[config.mk]
export PLATFORM = sky130hd
export DESIGN_NAME = bbd_interp
export DESIGN_NICKNAME = d
export VERILOG_FILES = /design/src/bbd_pkg.sv /design/src/bbd_interp.sv
export SDC_FILE = /design/constraint.sdc
export NUM_CORES = 1
export LEC_CHECK = 0
export BUFFER_PORTS_ARGS = -buffer_cell sky130_fd_sc_hd__buf_2
export CORE_ASPECT_RATIO = 0.75
export CORE_MARGIN = 3
export CORE_UTILIZATION = 49
export DETAILED_ROUTE_END_ITERATION = 7
export GPL_TIMING_DRIVEN = 0
export PLACE_DENSITY = 0.93
export SLEW_MARGIN = 10
export SYNTH_ARGS = -nofsm -noshare
export SYNTH_HDL_FRONTEND = slang
export SYNTH_SLANG_ARGS = --single-unit
export TNS_END_PERCENT = 100
[constraint.sdc]
create_clock -name vclk -period 2.7
set_input_delay 0.27 -clock vclk [all_inputs]
set_output_delay 0.27 -clock vclk [all_outputs]
set_load 0.01 [all_outputs]
[src/bbd_pkg.sv]
// ----------------------------------------------------------------------------
// bbd_pkg
// Shared types and constants of the bilinear Bayer demosaic: pixel, window
// column, color codes, register indexes, request actions and the color
// filter site table.
// ----------------------------------------------------------------------------
package bbd_pkg;

   localparam int CSR_ADDR_W = 4;

   typedef logic [7:0] pixel_type;

   typedef struct packed {
      pixel_type top;
      pixel_type mid;
      pixel_type bot;
   } column_type;

   // index 0 left, 1 center, 2 right
   typedef column_type [2:0] window_type;

   typedef struct packed {
      pixel_type red;
      pixel_type green;
      pixel_type blue;
   } rgb_type;

   typedef struct packed {
      logic       x_odd;
      logic       y_odd;
      logic [1:0] cfa;
   } site_type;

   typedef enum logic [1:0] {
      COLOUR_RED   = 2'd0,
      COLOUR_GREEN = 2'd1,
      COLOUR_BLUE  = 2'd2
   } colour_type;

   typedef enum logic [1:0] {
      REG_FRAME_WIDTH  = 2'd0,
      REG_FRAME_HEIGHT = 2'd1,
      REG_CFA_PATTERN  = 2'd2,
      REG_UNUSED       = 2'd3
   } reg_index_type;

   typedef enum logic {
      ACTION_PIXEL = 1'b0,
      ACTION_DRAIN = 1'b1
   } action_type;

   // [cfa order][{row odd, column odd}]
   localparam colour_type SITE_TABLE [4][4] = '{
      '{COLOUR_RED,   COLOUR_GREEN, COLOUR_GREEN, COLOUR_BLUE},
      '{COLOUR_GREEN, COLOUR_RED,   COLOUR_BLUE,  COLOUR_GREEN},
      '{COLOUR_GREEN, COLOUR_BLUE,  COLOUR_RED,   COLOUR_GREEN},
      '{COLOUR_BLUE,  COLOUR_GREEN, COLOUR_GREEN, COLOUR_RED}
   };

endpackage

[src/bbd_interp.sv]
// ----------------------------------------------------------------------------
// bbd_interp
// Bilinear colour reconstruction of one site from its 3x3 neighborhood.
// ----------------------------------------------------------------------------
module bbd_interp import bbd_pkg::*; (
   input  window_type nbhd,
   input  site_type   site,
   output rgb_type    rgb
);

   pixel_type  self_px;
   pixel_type  up_px;
   pixel_type  down_px;
   pixel_type  left_px;
   pixel_type  right_px;
   logic [9:0] cross_sum;
   logic [9:0] diag_sum;
   logic [8:0] horiz_sum;
   logic [8:0] vert_sum;
   pixel_type  cross_avg;
   pixel_type  diag_avg;
   pixel_type  horiz_avg;
   pixel_type  vert_avg;
   colour_type here_colour;
   colour_type beside_colour;

   assign self_px  = nbhd[1].mid;
   assign up_px    = nbhd[1].top;
   assign down_px  = nbhd[1].bot;
   assign left_px  = nbhd[0].mid;
   assign right_px = nbhd[2].mid;

   assign cross_sum = 10'(left_px) + 10'(right_px) + 10'(up_px) + 10'(down_px) + 10'd2;
   assign diag_sum  = 10'(nbhd[0].top) + 10'(nbhd[2].top) + 10'(nbhd[0].bot)
                    + 10'(nbhd[2].bot) + 10'd2;
   assign horiz_sum = 9'(left_px) + 9'(right_px) + 9'd1;
   assign vert_sum  = 9'(up_px) + 9'(down_px) + 9'd1;

   assign cross_avg = cross_sum[9:2];
   assign diag_avg  = diag_sum[9:2];
   assign horiz_avg = horiz_sum[8:1];
   assign vert_avg  = vert_sum[8:1];

   assign here_colour   = SITE_TABLE[site.cfa][{site.y_odd, site.x_odd}];
   assign beside_colour = SITE_TABLE[site.cfa][{site.y_odd, ~site.x_odd}];

   always_comb begin
      case (here_colour)
         COLOUR_RED: begin
            rgb.red   = self_px;
            rgb.green = cross_avg;
            rgb.blue  = diag_avg;
         end
         COLOUR_BLUE: begin
            rgb.red   = diag_avg;
            rgb.green = cross_avg;
            rgb.blue  = self_px;
         end
         default: begin
            rgb.green = self_px;
            if (beside_colour == COLOUR_RED) begin
               rgb.red  = horiz_avg;
               rgb.blue = vert_avg;
            end else begin
               rgb.red  = vert_avg;
               rgb.blue = horiz_avg;
            end
         end
      endcase
   end

endmodule

==> results of run 1 <==
[cell type report]
type                       instances  share of cell area
timing repair buffer             115              0.1704
tap                               75             0.02270
buffer                             7             0.01120
multi-input combinational        261              0.6973
inverter                         103             0.09837
[synthesized netlist by cell type, types with 2 or more instances]
cell type and n:
o21ai_0 8, nor3b_1 2, a21boi_0 5, a221o_1 3
nand2_1 18, o21a_1 4, nand2b_1 3, xor2_1 5
mux2i_1 5, o311ai_0 4, a22o_1 3, o211a_1 3
nor2b_1 2, o211ai_1 9, fa_1 32, o21bai_1 3
nor3_1 6, ha_1 36, inv_1 103, mux4_2 2
or2_2 2, a32oi_1 2, buf_2 2, clkbuf_1 2
xnor2_1 7, a21oi_1 22, o31ai_1 5, nor2_1 15
nand3_1 8, a31oi_1 3, or3_1 2, o221ai_1 2
a21o_1 7, buf_6 2, a221oi_1 4, a22oi_1 11
[power groups by stage]
stage	registers, mW	clock network [mW]	logic, mW
floorplan	0	0	1.16
global route	0	0	2.33
CTS	0	0	1.89
global placement	0	0	1.56
finish	0	0	2.16
detailed placement	0	0	1.62
[worst min-delay path, delay by kind of cell]
family / cells / cell delay (ps)
AOI/OAI and AO/OA: 1 / 60
buffers and inverters: 2 / 240
and+or+nand+nor: 1 / 50
[final timing paths]
| kind | slack (ps) | start | depth (start not counted) | endpoint |
|---|---|---|---|---|
| setup / recovery | -560 | nbhd[20] | 12 | rgb[22] |
| hold / removal | 890 | nbhd[35] | 4 | rgb[11] |
[logic make-up (layout without fill, tap and decap cells)]
kind of cell / after synthesis / after routing / share of synthesized area
multiplexers: 8 / 8 / 0.03721
buffers and inverters: 110 / 225 / 0.1506
AO/OA/AOI/OAI: 104 / 104 / 0.2605
AND/OR/NAND/NOR: 67 / 67 / 0.1169
XOR/XNOR: 14 / 14 / 0.05298
adder cells (fa/ha/maj): 68 / 68 / 0.3818
[metrics by stage]
step	utilization	setup slack [ps]	setup TNS, ps	hold WS [ps]
floorplan	-	-94.55	-365.2	662.6
global placement	0.6601	-486.6	-6405	870.3
detailed placement	0.6601	-566.4	-7692	888.6
CTS	0.7193	-386.4	-6087	890.0
global route	0.7521	-649.5	-10460	904.2
finish	0.7521	-559.7	-8185	891.4
[metal layers]
metal / up-vias / track usage / wire, um
met5: - / 0 / 0
met4: 0 / 0.06090 / 293
met3: 49 / 0.01969 / 864
met2: 242 / 0.4709 / 4776
met1: 1540 / 0.3504 / 3836
li1: 1491 / - / -
[timing repair]
item / 4_1_cts / 5_1_grt
pin swaps: 45 / 29
setup buffers: 11 / 6
hold endpoints to repair: 0 / 0
setup endpoints to repair: 23 / 23
resized for setup: 57 / 34
==> results.json, run 1 <==
{
  "run_status": "finished, violations left",
  "violations_in_the_final_reports": "negative setup slack",
  "crit_fanout": 4,
  "yosysWarningCount": 0,
  "slew_headroom": 0.5388,
  "post-layout-total-power_mw": 2.160,
  "timing.max_cap.violations": 0,
  "core.rowCount": 23,
  "layout_commonest_cell": "buf_2",
  "rsz0062_at_grt": "true",
  "synth_largest_type_area_fraction": 0.2242,
  "post_route_cells_drive_above_1_share": 0.4259,
  "critical_path_buf_inv_count": 4,
  "initial_core_util": 0.5199,
  "timing.final.max_slew_violations": 0,
  "layout.cells.non_filler": 561,
  "num-clock-buffers": 0,
  "ir_drop_mv": 0.3482,
  "die_y_um": 72.14,
  "timing_worst_slew_pin_value_ps": 689.2,
  "timing.critical_path.from_type": "input pin",
  "routedWlPerCell_um": 17.42,
  "fillCellCount": 404,
  "synth.yosys.seq_area_share": 0,
  "arrival_ps": 2990,
  "setup.worst_path.class": "input pin to output pin",
  "overall_die_width_um": 94.18,
  "vias_per_cell": 5.922,
  "grt_pass1_wl_um": 14600,
  "fmax_ghz": 0.3068,
  "critPathMaxStageDelay_ps": 530,
  "share_comb_of_total_power": 1.000,
  "dp.cells": 546,
  "dpl_cell_area_sq_um": 3628,
  "area.sequential_sq_um": 0,
  "drt_pre_antenna_iters": 7,
  "crit_slowest_cell": "fa_1",
  "area_growth_pct": 44.66,
  "share_seq_of_total_power": 0,
  "die_footprint_sq_um": 6794,
  "final.period_utilization": 1.207,
  "netlist_instances": 371,
  "wl_um": 9771,
  "globalplace.congestion": 0.8841,
  "area_of_the_mapped_netlist_sq_um": 2858,
  "postRouteAntennaNets": 0,
  "grt_util_all_layers": 0.2638,
  "grt_pass1_vias": 3187,
  "drc_errors": 0,
  "io-pin-count": 100,
  "core_region_area_sq_um": 5497,
  "layout.nets": 632,
  "routed-via-count": 3322,
  "intPower_uw": 998.7,
  "clock_power_share": 0,
  "power_density_nw_per_um2": 522.5,
  "critical-path-top-delay-family": "adder cells",
  "number_of_hold_violations_in_the_final_report": 0,
  "finalInstanceArea_sq_um": 4134,
  "flops_and_latches": 0,
  "switching_share": 0.5376,
  "initial_drt_markers": 400,
  "yosysUniqueCellTypes": 55,
  "p_switching_mw": 1.161,
  "n_antenna_cell": 0,
  "dp_hpwl_um": 7116,
  "critPathRequiredTime_ps": 2430,
  "multi_input_area_sq_um": 2883,
  "cts_hold_buf": 0,
  "largest_net_degree_at_the_start_of_global_routing": 11,
  "layout_setup_ws_ps": -559.7,
  "gr-total-overflow": 0,
  "crit_path_end_kind": "output pin",
  "synth_top_cell_by_area": "fa_1",
  "initial_antenna_violation_count": 0,
  "period_needed_ps": 3260,
  "synthTopCellsByArea": "fa_1, ha_1, inv_1",
  "worst_path_cell_chain": "buf_2, inv_1, fa_1, fa_1, inv_1, ha_4, a21oi_4, o21bai_4, a221oi_4, xnor2_2, o211ai_1, buf_2",
  "most-common-layout-cells": "buf_2, inv_1, fa_1",
  "numPortBuffers": 100,
  "power.static_leakage_nw": 2.126,
  "avgSynthCellArea_sq_um": 7.703,
  "holdCritPathClass": "input pin to output pin",
  "synth.net_count": 515,
  "setup_viol": 23
}
Note: power is estimated with default switching activity, not from simulation.
==> run 2, diff against run 1 <==
CORE_ASPECT_RATIO = 1.2   (was 0.75)
==> run 2 against run 1 <==
The flow still finishes with violations (negative setup slack). Final area shrank 5.1%. Utilization shrank 3.6 points. Non-clock buffer count shrank 3. First-iteration DRC count shrank 60%. Power shrank 13%. Global-route usage shrank 2.1 points. Combinational power shrank 13%. Final cell count shrank 0.18%. Hold slack gained 7.4 ps. Die area is essentially flat. Critical endpoint is now rgb[21]. Highest routed layer unchanged.
==> results.json, run 2 (synthesis results as in run 1) <==
{
  "power_density_nw_per_um2": 481.7,
  "violations_in_the_final_reports": "negative setup slack",
  "fmax_ghz": 0.3174,
  "routedLengthMet1_um": 3205,
  "area_growth_pct": 37.22,
  "layout_setup_ws_ps": -451.0,
  "layout.cells.non_filler": 560,
  "initial_drt_markers": 160,
  "top_layer_used_by_detailed_routing": "met4",
  "holdCritPathClass": "input pin to output pin",
  "setup.worst_path.class": "input pin to output pin",
  "setup_viol": 21,
  "cts_hold_buf": 0,
  "multi_input_area_sq_um": 2725,
  "timing_worst_slew_pin_value_ps": 649.8,
  "flops_and_latches": 0,
  "met3_wirelength_um": 428,
  "gr-total-overflow": 0,
  "dp_hpwl_um": 7011,
  "globalplace.congestion": 0.8908,
  "n_antenna_cell": 0,
  "fillCellCount": 423,
  "wl_um": 8411,
  "drc_errors": 0,
  "num-clock-buffers": 0,
  "crit_path_end_kind": "output pin",
  "routed-via-count": 3164,
  "drt_pre_antenna_iters": 4,
  "timing.critical_path.from_type": "input pin",
  "most-common-layout-cells": "buf_2, inv_1, fa_1",
  "rsz0062_at_grt": "true",
  "grt_pass1_wl_um": 13130,
  "power.static_leakage_nw": 2.081,
  "vias_per_cell": 5.650,
  "ir_drop_mv": 0.2927,
  "layout_commonest_cell": "buf_2",
  "timing.final.max_slew_violations": 0,
  "io-pin-count": 100,
  "met2_length_um": 4476,
  "numPortBuffers": 100,
  "post_route_cells_drive_above_1_share": 0.3727,
  "final_core_utilization": 0.7157,
  "final.period_utilization": 1.167,
  "grt_util_all_layers": 0.2429,
  "dpl_cell_area_sq_um": 3631,
  "initial_core_util": 0.5216,
  "critPathRequiredTime_ps": 2430,
  "dpl_worst_slack_ps": -568.8,
  "period_needed_ps": 3151,
  "slew_headroom": 0.5652,
  "run_status": "finished, violations left",
  "routedWlPerCell_um": 15.02,
  "layout.nets": 629,
  "dp.cells": 548,
  "largest_net_degree_at_the_start_of_global_routing": 11,
  "core.rowCount": 29,
  "die_footprint_sq_um": 6788,
  "arrival_ps": 2880,
  "timing.max_cap.violations": 0,
  "overall_die_width_um": 75.72,
  "finalInstanceArea_sq_um": 3921,
  "area.sequential_sq_um": 0,
  "core_region_area_sq_um": 5479,
  "grt_pass1_vias": 3079,
  "die_y_um": 89.66,
  "number_of_hold_violations_in_the_final_report": 0,
  "initial_antenna_violation_count": 0,
  "post-layout-total-power_mw": 1.889,
  "postRouteAntennaNets": 0,
  "crit_fanout": 4
}
## run 2: where the power goes
part	internal [mW]	switching [mW]	total (mW)
registers	0	0	0
clock network	0	0	0
logic	0.876	1.01	1.89
## run 2: critical path, cell delays in order
cell,delay [ps]
buf_2,70
inv_1,40
fa_1,500
fa_1,530
inv_1,50
ha_2,320
inv_2,60
a221oi_4,250
a31oi_1,170
xor2_1,200
o211ai_1,240
buf_2,170
## run 2: routing by layer
| metal | vias up | track usage |
|---|---|---|
| li1 | 1490 | - |
| met1 | 1519 | 0.2979 |
| met5 | - | 0 |
| met4 | 0 | 0.09062 |
| met2 | 129 | 0.4438 |
| met3 | 26 | 0.01002 |
## run 2: area by class of cell
cell class	instances	area share
buffer	7	0.01149
multi-input combinational	261	0.6950
inverter	103	0.1037
timing repair buffer	112	0.1653
tap	77	0.02457
## run 2: path summary, 6_finish.rpt
check	startpoint	depth (start not counted)	slack, ps	endpoint
worst max-delay path	nbhd[52]	12	-450	rgb[21]
worst min-delay path	nbhd[38]	4	900	rgb[14]
## run 2: stage by stage
step	hold slack, ps	TNS (ps)
6_report	898.8	-6742
3_5_place_dp	891.6	-7585
4_1_cts	896.0	-6406
2_1_floorplan	662.6	-365.2
5_1_grt	910.9	-9004
3_3_place_gp	893.5	-6253
## run 2: timing repair
action / CTS / global route
endpoints found under the setup margin: 23 / 23
buffers inserted: 8 / 4
resized for setup: 25 / 19
pin swaps: 30 / 16
hold endpoints to repair: 0 / 0
==> run 3, diff against run 2 <==
PLACE_DENSITY = 0.79   (was 0.93)
==> run 3 against run 2 <==
The run still ends with negative setup slack left. Combinational power grew 4%. Non-clock buffer count decreased by 1. Die area is the same. Largest power group unchanged. Highest routed layer unchanged.
==> results.json, run 3 (synthesis results as in run 1) <==
{
  "layout.cells.non_filler": 559,
  "area.sequential_sq_um": 0,
  "grt_pass1_wl_um": 12170,
  "ir_drop_mv": 0.2987,
  "number_of_hold_violations_in_the_final_report": 0,
  "overall_die_width_um": 75.72,
  "layout.nets": 628,
  "final.period_utilization": 1.141,
  "violations_in_the_final_reports": "negative setup slack",
  "numPortBuffers": 100,
  "wl_um": 7811,
  "area_growth_pct": 40.67,
  "post-layout-total-power_mw": 1.958,
  "largest_net_degree_at_the_start_of_global_routing": 11,
  "finalSetupTns_ps": -6250,
  "crit_path_end_kind": "output pin",
  "holdCritPathClass": "input pin to output pin",
  "crit_fanout": 4,
  "timing.critical_path.from_type": "input pin",
  "run_status": "finished, violations left",
  "initial_core_util": 0.5216,
  "routedWlPerCell_um": 13.97,
  "period_needed_ps": 3081,
  "critPathRequiredTime_ps": 2430,
  "slew_headroom": 0.5689,
  "initial_antenna_violation_count": 0,
  "fmax_ghz": 0.3245,
  "power.static_leakage_nw": 2.081,
  "finalInstanceArea_sq_um": 4020,
  "hold-worst-slack_ps": 899.0,
  "flops_and_latches": 0,
  "rsz0062_at_grt": "true",
  "vias_per_cell": 5.531,
  "final_core_utilization": 0.7337,
  "grt.met3_usage": 0.004454,
  "power_density_nw_per_um2": 487.0,
  "die_y_um": 89.66,
  "layout_commonest_cell": "buf_2",
  "globalplace.congestion": 0.8502,
  "post_route_cells_drive_above_1_share": 0.4046,
  "most-common-layout-cells": "buf_2, inv_1, fa_1",
  "dpl_cell_area_sq_um": 3631,
  "drc_errors": 0,
  "dpl_worst_slack_ps": -519.5,
  "dp_hpwl_um": 6500,
  "dp.cells": 548,
  "core_region_area_sq_um": 5479,
  "timing.final.max_slew_violations": 0,
  "grt_util_met1": 0.2934,
  "postRouteAntennaNets": 0,
  "io-pin-count": 100,
  "die_footprint_sq_um": 6788,
  "arrival_ps": 2810,
  "n_antenna_cell": 0,
  "timing_worst_slew_pin_value_ps": 644.3,
  "setup.worst_path.class": "input pin to output pin",
  "initial_drt_markers": 121,
  "gr-total-overflow": 0,
  "setup_viol": 23,
  "drt_pre_antenna_iters": 4,
  "routed-via-count": 3092,
  "layout_setup_ws_ps": -381.3,
  "grt_util_all_layers": 0.2212,
  "fillCellCount": 413,
  "num-clock-buffers": 0,
  "gr-max-usage-layer": "met2",
  "timing.max_cap.violations": 0,
  "core.rowCount": 29,
  "grt_use_met2": 0.3991,
  "grt_pass1_vias": 2879
}
==> run 3: path summary, 6_finish.rpt <==
| check | depth (start not counted) | slack [ps] | to | startpoint |
|---|---|---|---|---|
| hold / removal | 4 | 900 | rgb[14] | nbhd[38] |
| setup / recovery | 12 | -380 | rgb[21] | nbhd[50] |
==> run 3: worst max-delay path: stages <==
cell	delay, ps
buf_8	80
inv_8	30
fa_1	480
fa_1	510
inv_2	50
ha_4	270
o21ai_4	60
a221oi_4	290
a31oi_1	150
xor2_1	200
o211ai_1	230
buf_2	170
==> run 3: cell type report <==
class | count | area, sq um | share of cell area
multi-input combinational | 261 | 2811 | 0.6993
tap | 77 | 96.34 | 0.02397
timing repair buffer | 111 | 660.6 | 0.1643
inverter | 103 | 406.6 | 0.1012
buffer | 7 | 45.04 | 0.01120
==> run 3: where the power goes <==
part | switching (mW) | internal (mW) | leakage [nW]
clock | 0 | 0 | 0
sequential | 0 | 0 | 0
combinational | 1.04 | 0.921 | 2.08
==> run 3: timing repair <==
item	in CTS	in global routing
setup buffers	7	5
pin swaps	38	32
setup endpoints to repair	23	23
gates resized for setup	47	23
hold buffers	0	0
==> run 3: routing by layer <==
layer	part of all wire	routed length, um
met3	0.049	386
met2	0.52	4054
met4	0.020	153
met1	0.41	3217
met5	0	0
